===== config.mk =====
export PLATFORM = sky130hd
export DESIGN_NAME = number_literal_parser_unit
export DESIGN_NICKNAME = d
export VERILOG_FILES = /design/src/rtl/nlp_pkg.sv /design/src/rtl/number_literal_parser_unit.sv
export SDC_FILE = /design/constraint.sdc
export NUM_CORES = 1
export LEC_CHECK = 0
export ABC_AREA = 0
export BUFFER_PORTS_ARGS = -buffer_cell sky130_fd_sc_hd__buf_2
export CAP_MARGIN = 0
export CORE_MARGIN = 3
export CORE_UTILIZATION = 40
export DETAILED_ROUTE_END_ITERATION = 10
export HOLD_SLACK_MARGIN = 0.08
export PLACE_DENSITY = 0.69
export SETUP_SLACK_MARGIN = 0.4
export SLEW_MARGIN = 5
export SYNTH_ARGS = -nofsm -noshare
export SYNTH_HDL_FRONTEND = slang
export SYNTH_SLANG_ARGS = --single-unit

===== constraint.sdc =====
create_clock -name clock -period 7.44 [get_ports clock]
set_input_delay 1.488 -clock clock [delete_from_list [all_inputs] [get_ports clock]]
set_output_delay 1.488 -clock clock [all_outputs]
set_load 0.03 [all_outputs]

===== src/rtl/nlp_pkg.sv =====
// types, constants and digit decode for the number literal parser
package nlp_pkg;

   // input beat: one character of the literal
   typedef struct packed {
      logic [7:0] ch;
      logic       last;
   } req_type;

   // result beat: value and status
   typedef struct packed {
      logic [31:0] value;
      logic [1:0]  status;
   } rsp_type;

   // radix of the literal body
   typedef enum logic [3:0] {
      RADIX_UNDECIDED = 4'b0001,
      RADIX_DEC       = 4'b0010,
      RADIX_HEX       = 4'b0100,
      RADIX_BIN       = 4'b1000
   } radix_type;

   // status codes
   localparam logic [1:0] STATUS_OK   = 2'd0;
   localparam logic [1:0] STATUS_BAD  = 2'd1;
   localparam logic [1:0] STATUS_LONG = 2'd2;

   // character codes
   localparam logic [7:0] CH_ZERO       = 8'h30;
   localparam logic [7:0] CH_ONE        = 8'h31;
   localparam logic [7:0] CH_NINE       = 8'h39;
   localparam logic [7:0] CH_UPPER_A    = 8'h41;
   localparam logic [7:0] CH_UPPER_F    = 8'h46;
   localparam logic [7:0] CH_LOWER_A    = 8'h61;
   localparam logic [7:0] CH_LOWER_F    = 8'h66;
   localparam logic [7:0] CH_LOWER_B    = 8'h62;
   localparam logic [7:0] CH_LOWER_X    = 8'h78;
   localparam logic [7:0] CH_UNDERSCORE = 8'h5f;

   // digit limits per radix and digit counter saturation
   localparam int unsigned DIGIT_CNT_WIDTH = 6;
   localparam logic [DIGIT_CNT_WIDTH-1:0] LIMIT_HEX = DIGIT_CNT_WIDTH'(4 * 2);
   localparam logic [DIGIT_CNT_WIDTH-1:0] LIMIT_BIN = DIGIT_CNT_WIDTH'(32);
   localparam logic [DIGIT_CNT_WIDTH-1:0] LIMIT_DEC = DIGIT_CNT_WIDTH'(10);
   localparam logic [DIGIT_CNT_WIDTH-1:0] DIGIT_CNT_MAX = '1;

   // decoded digit
   typedef struct packed {
      logic       ok;
      logic [3:0] val;
   } digit_type;

   // digit value of a character in the given radix
   function automatic digit_type digit_decode(input logic [7:0] ch, input radix_type radix);
      digit_type d;
      logic [7:0] diff;
      d.ok  = 1'b0;
      d.val = 4'd0;
      diff  = 8'd0;
      if (radix == RADIX_BIN) begin
         if (ch >= CH_ZERO && ch <= CH_ONE) begin
            diff  = ch - CH_ZERO;
            d.ok  = 1'b1;
            d.val = diff[3:0];
         end
      end else if (ch >= CH_ZERO && ch <= CH_NINE) begin
         diff  = ch - CH_ZERO;
         d.ok  = 1'b1;
         d.val = diff[3:0];
      end else if (radix == RADIX_HEX && ch >= CH_UPPER_A && ch <= CH_UPPER_F) begin
         diff  = ch - CH_UPPER_A + 8'd10;
         d.ok  = 1'b1;
         d.val = diff[3:0];
      end else if (radix == RADIX_HEX && ch >= CH_LOWER_A && ch <= CH_LOWER_F) begin
         diff  = ch - CH_LOWER_A + 8'd10;
         d.ok  = 1'b1;
         d.val = diff[3:0];
      end
      return d;
   endfunction

endpackage


===== src/rtl/number_literal_parser_unit.sv =====
// number literal parser: decimal, 0x hex and 0b binary literals, one character per beat
//
// Usage: the req channel takes one ASCII character per beat, first to last, with
// req_beat.last marking the final character of a literal. For each literal the rsp
// channel gives one beat with the 32-bit value and a status (ok, bad digit,
// too many digits); the value reads 0 unless the status is ok.
// Path: a character beat lands in an input register, and the parse state and
// the result register update from it when it moves on, so a result beat passes
// through the input register and then the result register on its way to rsp.
// Throughput: one character per cycle unless a last character waits on a stalled
// result, set by the combinational update of the accumulator (shift or times-ten
// add) and the status flags. Reset: synchronous, active high; clears the parse
// state and the input and result valid flags, so no beat is pending afterwards.
// Stall: while a result waits on rsp, characters that do not end a literal keep
// flowing; a last character waits in the input register until the result beat
// is taken, and req_ready is low while it waits.
module number_literal_parser_unit (
   input  logic             clock,
   input  logic             reset,
   input  logic             req_valid,
   output logic             req_ready,
   input  nlp_pkg::req_type req_beat,
   output logic             rsp_valid,
   input  logic             rsp_ready,
   output nlp_pkg::rsp_type rsp_beat
);

   localparam int unsigned CW = nlp_pkg::DIGIT_CNT_WIDTH;

   // input register
   logic             in_valid_ff, in_valid_in;
   nlp_pkg::req_type in_ff;

   // parse state
   logic [1:0]          pos_ff, pos_in;
   nlp_pkg::radix_type  radix_ff, radix_in;
   logic [31:0]         acc_ff, acc_in;
   logic [CW-1:0]       dab_ff, dab_in;
   logic                bad_ff, bad_in;
   logic                lead_bad_ff, lead_bad_in;
   logic                lead_us_ff, lead_us_in;
   logic                nonempty_ff, nonempty_in;

   // result register
   logic             rsp_valid_ff, rsp_valid_in;
   nlp_pkg::rsp_type rsp_ff, rsp_in;

   // per-character work
   logic              advance;
   logic              prefix_slot, zero_lead, hex_pfx, bin_pfx;
   logic              is_us;
   nlp_pkg::digit_type dig;
   logic [31:0]       acc_step;
   logic [CW-1:0]     limit;
   logic [1:0]        status;

   // handshake: a beat moves on unless it ends a literal and the result is stuck
   assign advance   = in_valid_ff && (!in_ff.last || !rsp_valid_ff || rsp_ready);
   assign req_ready = !in_valid_ff || advance;
   assign in_valid_in = req_ready ? req_valid : in_valid_ff;

   // prefix detection on the second character
   assign prefix_slot = (pos_ff == 2'd1) && (radix_ff == nlp_pkg::RADIX_UNDECIDED);
   assign zero_lead   = !lead_bad_ff && (acc_ff == 32'd0);
   assign hex_pfx     = prefix_slot && zero_lead && (in_ff.ch == nlp_pkg::CH_LOWER_X);
   assign bin_pfx     = prefix_slot && zero_lead && (in_ff.ch == nlp_pkg::CH_LOWER_B);
   assign is_us       = (in_ff.ch == nlp_pkg::CH_UNDERSCORE);

   // next parse state for the character in the input register
   always_comb begin
      pos_in      = (pos_ff == 2'd2) ? pos_ff : pos_ff + 2'd1;
      lead_bad_in = (pos_ff == 2'd0) ? !(in_ff.ch >= nlp_pkg::CH_ZERO &&
                                         in_ff.ch <= nlp_pkg::CH_NINE) : lead_bad_ff;
      if (hex_pfx) begin
         radix_in = nlp_pkg::RADIX_HEX;
      end else if (bin_pfx) begin
         radix_in = nlp_pkg::RADIX_BIN;
      end else if (pos_ff != 2'd0 && radix_ff == nlp_pkg::RADIX_UNDECIDED) begin
         radix_in = nlp_pkg::RADIX_DEC;
      end else begin
         radix_in = radix_ff;
      end

      dig = nlp_pkg::digit_decode(in_ff.ch, radix_in);

      // accumulator step per radix
      case (radix_in)
         nlp_pkg::RADIX_HEX: acc_step = {acc_ff[27:0], dig.val};
         nlp_pkg::RADIX_BIN: acc_step = {acc_ff[30:0], dig.val[0]};
         default:            acc_step = {acc_ff[28:0], 3'b000} + {acc_ff[30:0], 1'b0}
                                        + {28'd0, dig.val};
      endcase

      // body character handling
      acc_in      = acc_ff;
      dab_in      = dab_ff;
      bad_in      = bad_ff;
      lead_us_in  = lead_us_ff;
      nonempty_in = nonempty_ff;
      if (hex_pfx || bin_pfx) begin
         acc_in      = 32'd0;
         dab_in      = '0;
         bad_in      = 1'b0;
         lead_us_in  = 1'b0;
         nonempty_in = 1'b0;
      end else begin
         if (!nonempty_ff) begin
            nonempty_in = 1'b1;
            lead_us_in  = is_us;
         end
         if (!is_us) begin
            if (!dig.ok) begin
               bad_in = 1'b1;
               dab_in = '0;
            end else begin
               acc_in = acc_step;
               dab_in = (dab_ff == nlp_pkg::DIGIT_CNT_MAX) ? dab_ff : dab_ff + CW'(1);
            end
         end
      end
   end

   // status from the updated state
   always_comb begin
      case (radix_in)
         nlp_pkg::RADIX_HEX: limit = nlp_pkg::LIMIT_HEX;
         nlp_pkg::RADIX_BIN: limit = nlp_pkg::LIMIT_BIN;
         default:            limit = nlp_pkg::LIMIT_DEC;
      endcase
      if (lead_bad_in || !nonempty_in) begin
         status = nlp_pkg::STATUS_BAD;
      end else if (bad_in) begin
         status = (dab_in >= limit) ? nlp_pkg::STATUS_LONG : nlp_pkg::STATUS_BAD;
      end else if (dab_in > limit || (dab_in == limit && lead_us_in)) begin
         status = nlp_pkg::STATUS_LONG;
      end else begin
         status = nlp_pkg::STATUS_OK;
      end
      rsp_in.status = status;
      rsp_in.value  = (status == nlp_pkg::STATUS_OK) ? acc_in : 32'd0;
   end

   // result valid: loaded by a last character, dropped when taken
   always_comb begin
      if (advance && in_ff.last) begin
         rsp_valid_in = 1'b1;
      end else if (rsp_ready) begin
         rsp_valid_in = 1'b0;
      end else begin
         rsp_valid_in = rsp_valid_ff;
      end
   end

   // control and parse state registers
   always_ff @(posedge clock) begin
      if (reset) begin
         in_valid_ff  <= 1'b0;
         rsp_valid_ff <= 1'b0;
         pos_ff       <= 2'd0;
         radix_ff     <= nlp_pkg::RADIX_UNDECIDED;
         acc_ff       <= 32'd0;
         dab_ff       <= '0;
         bad_ff       <= 1'b0;
         lead_bad_ff  <= 1'b0;
         lead_us_ff   <= 1'b0;
         nonempty_ff  <= 1'b0;
      end else begin
         in_valid_ff  <= in_valid_in;
         rsp_valid_ff <= rsp_valid_in;
         if (advance) begin
            if (in_ff.last) begin
               pos_ff      <= 2'd0;
               radix_ff    <= nlp_pkg::RADIX_UNDECIDED;
               acc_ff      <= 32'd0;
               dab_ff      <= '0;
               bad_ff      <= 1'b0;
               lead_bad_ff <= 1'b0;
               lead_us_ff  <= 1'b0;
               nonempty_ff <= 1'b0;
            end else begin
               pos_ff      <= pos_in;
               radix_ff    <= radix_in;
               acc_ff      <= acc_in;
               dab_ff      <= dab_in;
               bad_ff      <= bad_in;
               lead_bad_ff <= lead_bad_in;
               lead_us_ff  <= lead_us_in;
               nonempty_ff <= nonempty_in;
            end
         end
      end
   end

   // payload registers
   always_ff @(posedge clock) begin
      if (req_valid && req_ready) begin
         in_ff <= req_beat;
      end
      if (advance && in_ff.last) begin
         rsp_ff <= rsp_in;
      end
   end

   assign rsp_valid = rsp_valid_ff;
   assign rsp_beat  = rsp_ff;

endmodule


Yosys cells after proc, flatten, opt, wreduce, memory -nomap -nowiden
Index checks and enable logic that the tools add are counted.

Register bits after elaboration: 93. Latch bits: 0. RAM bits: 0. ROM bits: 0. Input bits: 13. Output and inout port bits: 36. Logic and storage cells: 115. Memories kept: 0.

Add/subtract/negate cells: 9. $mul: 0. Div/mod/pow operators: 0. Order comparisons: 9. Eq/ne operators: 11. Shift operators: 0. Mux-type cells: 39. Bitwise gates (word level): 0. Reduce and logical (&&, ||, !) cells: 33.

Operators by type and width (count): 32-bit 2-to-1 mux (4); 32-bit one-hot mux with 2 select lines (1); 32-bit adder (1); 32-bit by 4-bit adder with 32-bit output (1); 32-bit logical NOT (1); 6-bit 2-to-1 mux (5); 5-bit 2-to-1 mux (5); 8-bit by 7-bit equality test with 1-bit output, second input constant (3); 8-bit by 7-bit greater-or-equal comparator with 1-bit output, second input constant (2); 8-bit by 6-bit <= comparator with 1-bit output, second input constant (2); 8-bit by 7-bit <= comparator with 1-bit output, second input constant (2); 1-bit logical AND (16); 4-bit 2-to-1 mux (4); 1-bit 2-to-1 mux (13); 2-bit 2-to-1 mux (6); 6-bit one-hot mux with 2 select lines (1); 4-bit by 1-bit subtractor with 4-bit output, second input constant (3); 4-bit adder, second input constant (2); 8-bit by 6-bit greater-or-equal comparator with 1-bit output, second input constant (1); 6-bit by 1-bit adder with 6-bit output, second input constant (1); 6-bit equality test (1); 6-bit equality test, second input constant (1); 6-bit greater-or-equal comparator (1); 6-bit > comparator (1); 12 further kinds (23).

Depth between registers and ports, before layout
Depth in word-level cells: 23. Gate-level depth with buffers: 24. Gate-level depth less buffers: 24.

Least setup slack after synthesis
OpenSTA, ideal clock, no wires.

Path kind: reg-to-reg. From: reg in_ff[1] (netlist name). To: reg rsp_ff (netlist bit rsp_beat[32]), data pin. Library setup time: 264 ps. Arrival: 4891 ps. Required time: 7176 ps. Path slack: 2285 ps. Stages on the path, launching flop included: 24. Buffers on the path: 0. Clock period less this slack: 5155 ps. Cell sequence: edfxtp_1 -> inv_1 -> ha_1 -> nor3b_2 -> o21ai_1 -> or4_4 -> o2bb2a_1 -> nand2_1 -> and2_1 -> nor2_1 -> inv_1 -> fa_1 -> fa_1 -> nand2b_1 -> a21oi_1 -> o2111ai_1 -> o21bai_1 -> a221oi_1 -> o221a_2 -> o21ai_0 -> and2_1 -> o21ai_0 -> o21ai_0 -> a21oi_1.

Cells in the longest elaborated chain, start to end: 21. Elaborated cells on any way between the ends: 60. Classes of those cells: add/sub (6); order compare (9); eq/ne (6); mux (25); reduce/logical (14).

RTL lines: start: declaration (RTL line number_literal_parser_unit.sv:32) `nlp_pkg::req_type in_ff;`; start signal: assignment (RTL line number_literal_parser_unit.sv:197) `in_ff <= req_beat;`; parallel branches: the longest is 21 deep, another holds 32-bit by 4-bit adder with 32-bit output; end signal: assignment (RTL line number_literal_parser_unit.sv:200) `rsp_ff <= rsp_in;`; end: declaration (RTL line number_literal_parser_unit.sv:46) `nlp_pkg::rsp_type rsp_ff, rsp_in;`.

Several ways; the timed one is not identified. A chain may end at the register's enable or synchronous reset.

Worst setup path after layout
From: reg acc_ff[9]. To: reg rsp_ff (netlist bit rsp_beat[32]), data pin.

Cells in the longest elaborated chain, start to end: 23. Elaborated cells on any way between the ends: 43. Classes of those cells: add/sub (2); order compare (2); eq/ne (3); mux (22); reduce/logical (14).

RTL lines: start: declaration (RTL line number_literal_parser_unit.sv:37) `logic [31:0] acc_ff, acc_in;`; start signal: assignment (RTL line number_literal_parser_unit.sv:183) `acc_ff <= acc_in;`; parallel branches: the longest is 23 deep, another holds 32-bit logical NOT.

Several ways; the timed one is not identified.

==> run_results.csv <==
group,metric,value,unit
critical_path,cp_num_cells,21,
critical_path,worstPathRequired,7500,ps
critical_path,reg2reg_from,"acc_ff[9]$_SDFFE_PP0P_",
floorplanning,dieArea,18300,µm²
floorplanning,floorplan.core_area,16100,µm²
min_path,min_delay_path_depth,1,
layout,area_delta_synth_final,10.8,%
synth,yosys_warnings,0,
synth,ys_seq_elements,93,
sta,period_minus_slack,6180,ps
critical_path,r2r-end,"rsp_beat[32]$_SDFFCE_PP0P_",
power_and_ir_drop,p_leak,0.00310,µW
critical_path,crit_path_max_fanout,8,
global_routing,antenna_found_initial,0,
sta,fmax,162,MHz
clocking,clk_latency,360,ps
synth,ys_types,71,
floorplanning,rows,46,
clocking,clock_sinks,93,
routing,drtIter0Drc,622,
power_and_ir_drop,cellPowerDensity,152,nW/µm²
clocking,tritoncts,"yes",
synth,synth_edf_count,43,
layout,fin_nets,872,
global_routing,grt_max_degree,47,
synth,synth_top_area_share,19.4,%
global_routing,track_usage,20.8,%
outcome,status,"finished, final reports clean",
critical_path,arrival,6240,ps
routing,drtPass1Iterations,5,
global_routing,grt_pass1_wl,30.3,mm
clocking,htree_levels,3,
clocking,cts-root-buf,"clkbuf_16",
floorplanning,start_util,41.4,%
sta,tns,0,ps
synth,async_reset_ff_share,0,%
clocking,post_cts_buffers,0,
routing,wire_per_inst,18.5,µm
synth,syn-cell-area,6670,µm²
sta,final-hold-violation-count,0,
placed_design,hpwl,12.8,mm
sta,relSlewSlack,24.2,%
synth,synth_top_cell_by_area,"edfxtp_1",
critical_path,setup.worst_path.end_class,"register",
critical_path,startpoint,"acc_ff[9]$_SDFFE_PP0P_",
critical_path,rrSetupSlack,1260,ps
layout,fill_cells,1558,
placed_design,gp_congestion,0.929,
routing,via_per_inst,6.06,
synth,synth-seq-area-share,34.4,%
global_routing,grt_remaining_overflow,0,
min_path,hold_class,"reg -> reg",
clocking,clk_pin_slew,70,ps
sta,slew_violations,0,
sta,rsz0062_at_grt,"false",
layout,drive_gt1_share,11.4,%
layout,antenna_cells,0,
min_path,min_to,"radix_ff[0]$_SDFFE_PP1P_",
routing,drc,0,
clocking,cts_buffers,9,
critical_path,worst-setup-path-type,"reg -> reg",
sta,worst_pin_slew,1140,ps
clocking,cts_resized,0,
critical_path,max_stage_delay,560,ps
floorplanning,die_y,135,µm
routing,dr_total_vias,6112,
floorplanning,ios,49,
synth,synthTopCellsByArea,"edfxtp_1, dfxtp_1, ha_1",
clocking,cts_buffer_depth,2,
critical_path,rr_worst_depth,21,
floorplanning,die_w,135,µm
flow_run,maxCapViolCount,0,
synth,netlist_instances,760,
critical_path,crit_slowest_cell,"nor4_1",
synth,synth_nets,845,
power_and_ir_drop,max-vdd-ir-drop,110,µV
synth,ys.flop_type,"dfxtp_1",
sta,fin_skew,11.7,ps
global_routing,grt_pass1_vias,5713,
critical_path,crit_buf_inv,1,
sta,setup_viol,0,
routing,ant_nets,0,
critical_path,start_kind,"register",
sta,fin_crit_sh,83.1,%
sta,whs,492,ps
routing,drt-total-wl,18.6,mm
critical_path,crit_chain,"nor4_1 > nand4_1 > nor4_1 > a21oi_1 > o31ai_2 > and2_1 > nor2_1 > inv_1 > fa_1 > fa_1 > nand2b_1 > a21oi_1 > o2111ai_1 > o21bai_1 > a221oi_1 > o221a_2 > o21ai_0 > and2_1 > o21ai_0 > o21ai_0 > a21oi_1",
critical_path,cpLargestDelayFamily,"compound AO/OA/AOI/OAI gates",
clocking,cts_hold_buf,0,
min_path,hp-start,"radix_ff[0]$_SDFFE_PP1P_",
synth,syn_area_per_cell,8.77,µm²
placed_design,port_buffers,48,
[worst reg2reg max path: cells and delay by family (launching register included)]
kind	cells	cell delay (ps)
compound gates	11	2630
fa+ha+maj	2	940
buf+inv	1	80
flops	1	410
simple gates	7	1840
[synthesized netlist by cell type (13+ instances only)]
master and instances:
inv_1 21, edfxtp_1 43, xnor2_1 13, nor4_1 17, and2_1 14, a21o_1 19, clkbuf_1 33, xor2_1 15
nand3_1 19, o211ai_1 13, dfxtp_1 50, ha_1 70, a22oi_1 28, nand2_1 42, a21oi_1 59, o21ai_0 45
nor2_1 106
[cell families after synthesis]
family	after synthesis	synth area share [%]
simple gates	256	18.9
mux	1	0.150
flops	93	34.4
buf+inv	60	3.73
fa+ha+maj	72	13.7
xor+xnor	28	3.68
compound gates	250	25.4
[cell type report]
class / instances / area, µm² / share of cell area, %
clock buffer: 9 / 225 / 3.05
clock inverter: 7 / 98.8 / 1.34
inverter: 22 / 82.6 / 1.12
multi-input combinational: 607 / 4130 / 55.9
sequential: 93 / 2290 / 31.0
tap: 216 / 270 / 3.66
timing repair buffer: 54 / 285 / 3.86
[how the worst max path moves through the flow]
stage / endpoint / slack, ps
final: rsp_beat[32]$_SDFFCE_PP0P_ / 1260
after global routing: rsp_beat[30]$_SDFFCE_PP0P_ / 650
after CTS: rsp_beat[32]$_SDFFCE_PP0P_ / 1330
after detailed placement: rsp_beat[32]$_SDFFCE_PP0P_ / 1380
after global placement: rsp_beat[30]$_SDFFCE_PP0P_ / 1540
after floorplan: rsp_beat[32]$_SDFFCE_PP0P_ / 2290
[cell usage in the layout (no fill, tap or decap), types with 4 or more instances in the layout]
cell type,count
and2_1,14
nand4_1,9
edfxtp_1,43
nor4_1,17
xnor2_1,13
nand2b_1,8
a21o_1,19
a31oi_1,9
buf_2,48
clkbuf_16,9
o21bai_1,6
dfxtp_1,50
o21ai_0,45
a221oi_1,8
nor2_1,106
a21oi_1,59
buf_4,6
a211oi_1,10
ha_1,70
nand3_1,19
nor3_2,5
a222oi_1,11
inv_1,21
a22oi_1,28
a32oi_1,4
o211ai_1,13
xor2_1,15
nor3_1,10
and3_1,7
nand2_1,42
[per-stage QoR]
step	instance area [µm²]	util (%)	power [µW]	setup WS (ps)	instances
CTS	7390	45.8	1130	1330	1008
detailed placement	7060	43.8	625	1380	992
floorplan	6670	-	603	2290	760
finish	7390	45.8	1120	1260	1008
global route	7390	45.8	1150	648	1008
global placement	7060	43.8	624	1540	992
[flip-flops by register name (all words and copies together) (netlist names), 2 cells and up]
register	count
acc_ff	32
dab_ff	6
rsp_beat	34
radix_ff	4
pos_ff	2
in_ff	9
[routing by layer]
metal / global-route usage (%) / share of wire (%) / vias up
met5: 0 / 0 / -
met4: 6.77 / 1.7 / 0
met3: 3.84 / 8.0 / 29
met2: 31.7 / 44 / 251
met1: 29.8 / 46 / 2886
li1: - / - / 2946
[where the power goes]
group	internal [µW]	leakage, µW	total, µW	switching, µW
Sequential	541	0.000842	549	8.00
Combinational	19.0	0.00210	65.4	46.4
Clock	296	0.000156	505	209
Note: power is estimated with default switching activity, not from simulation.
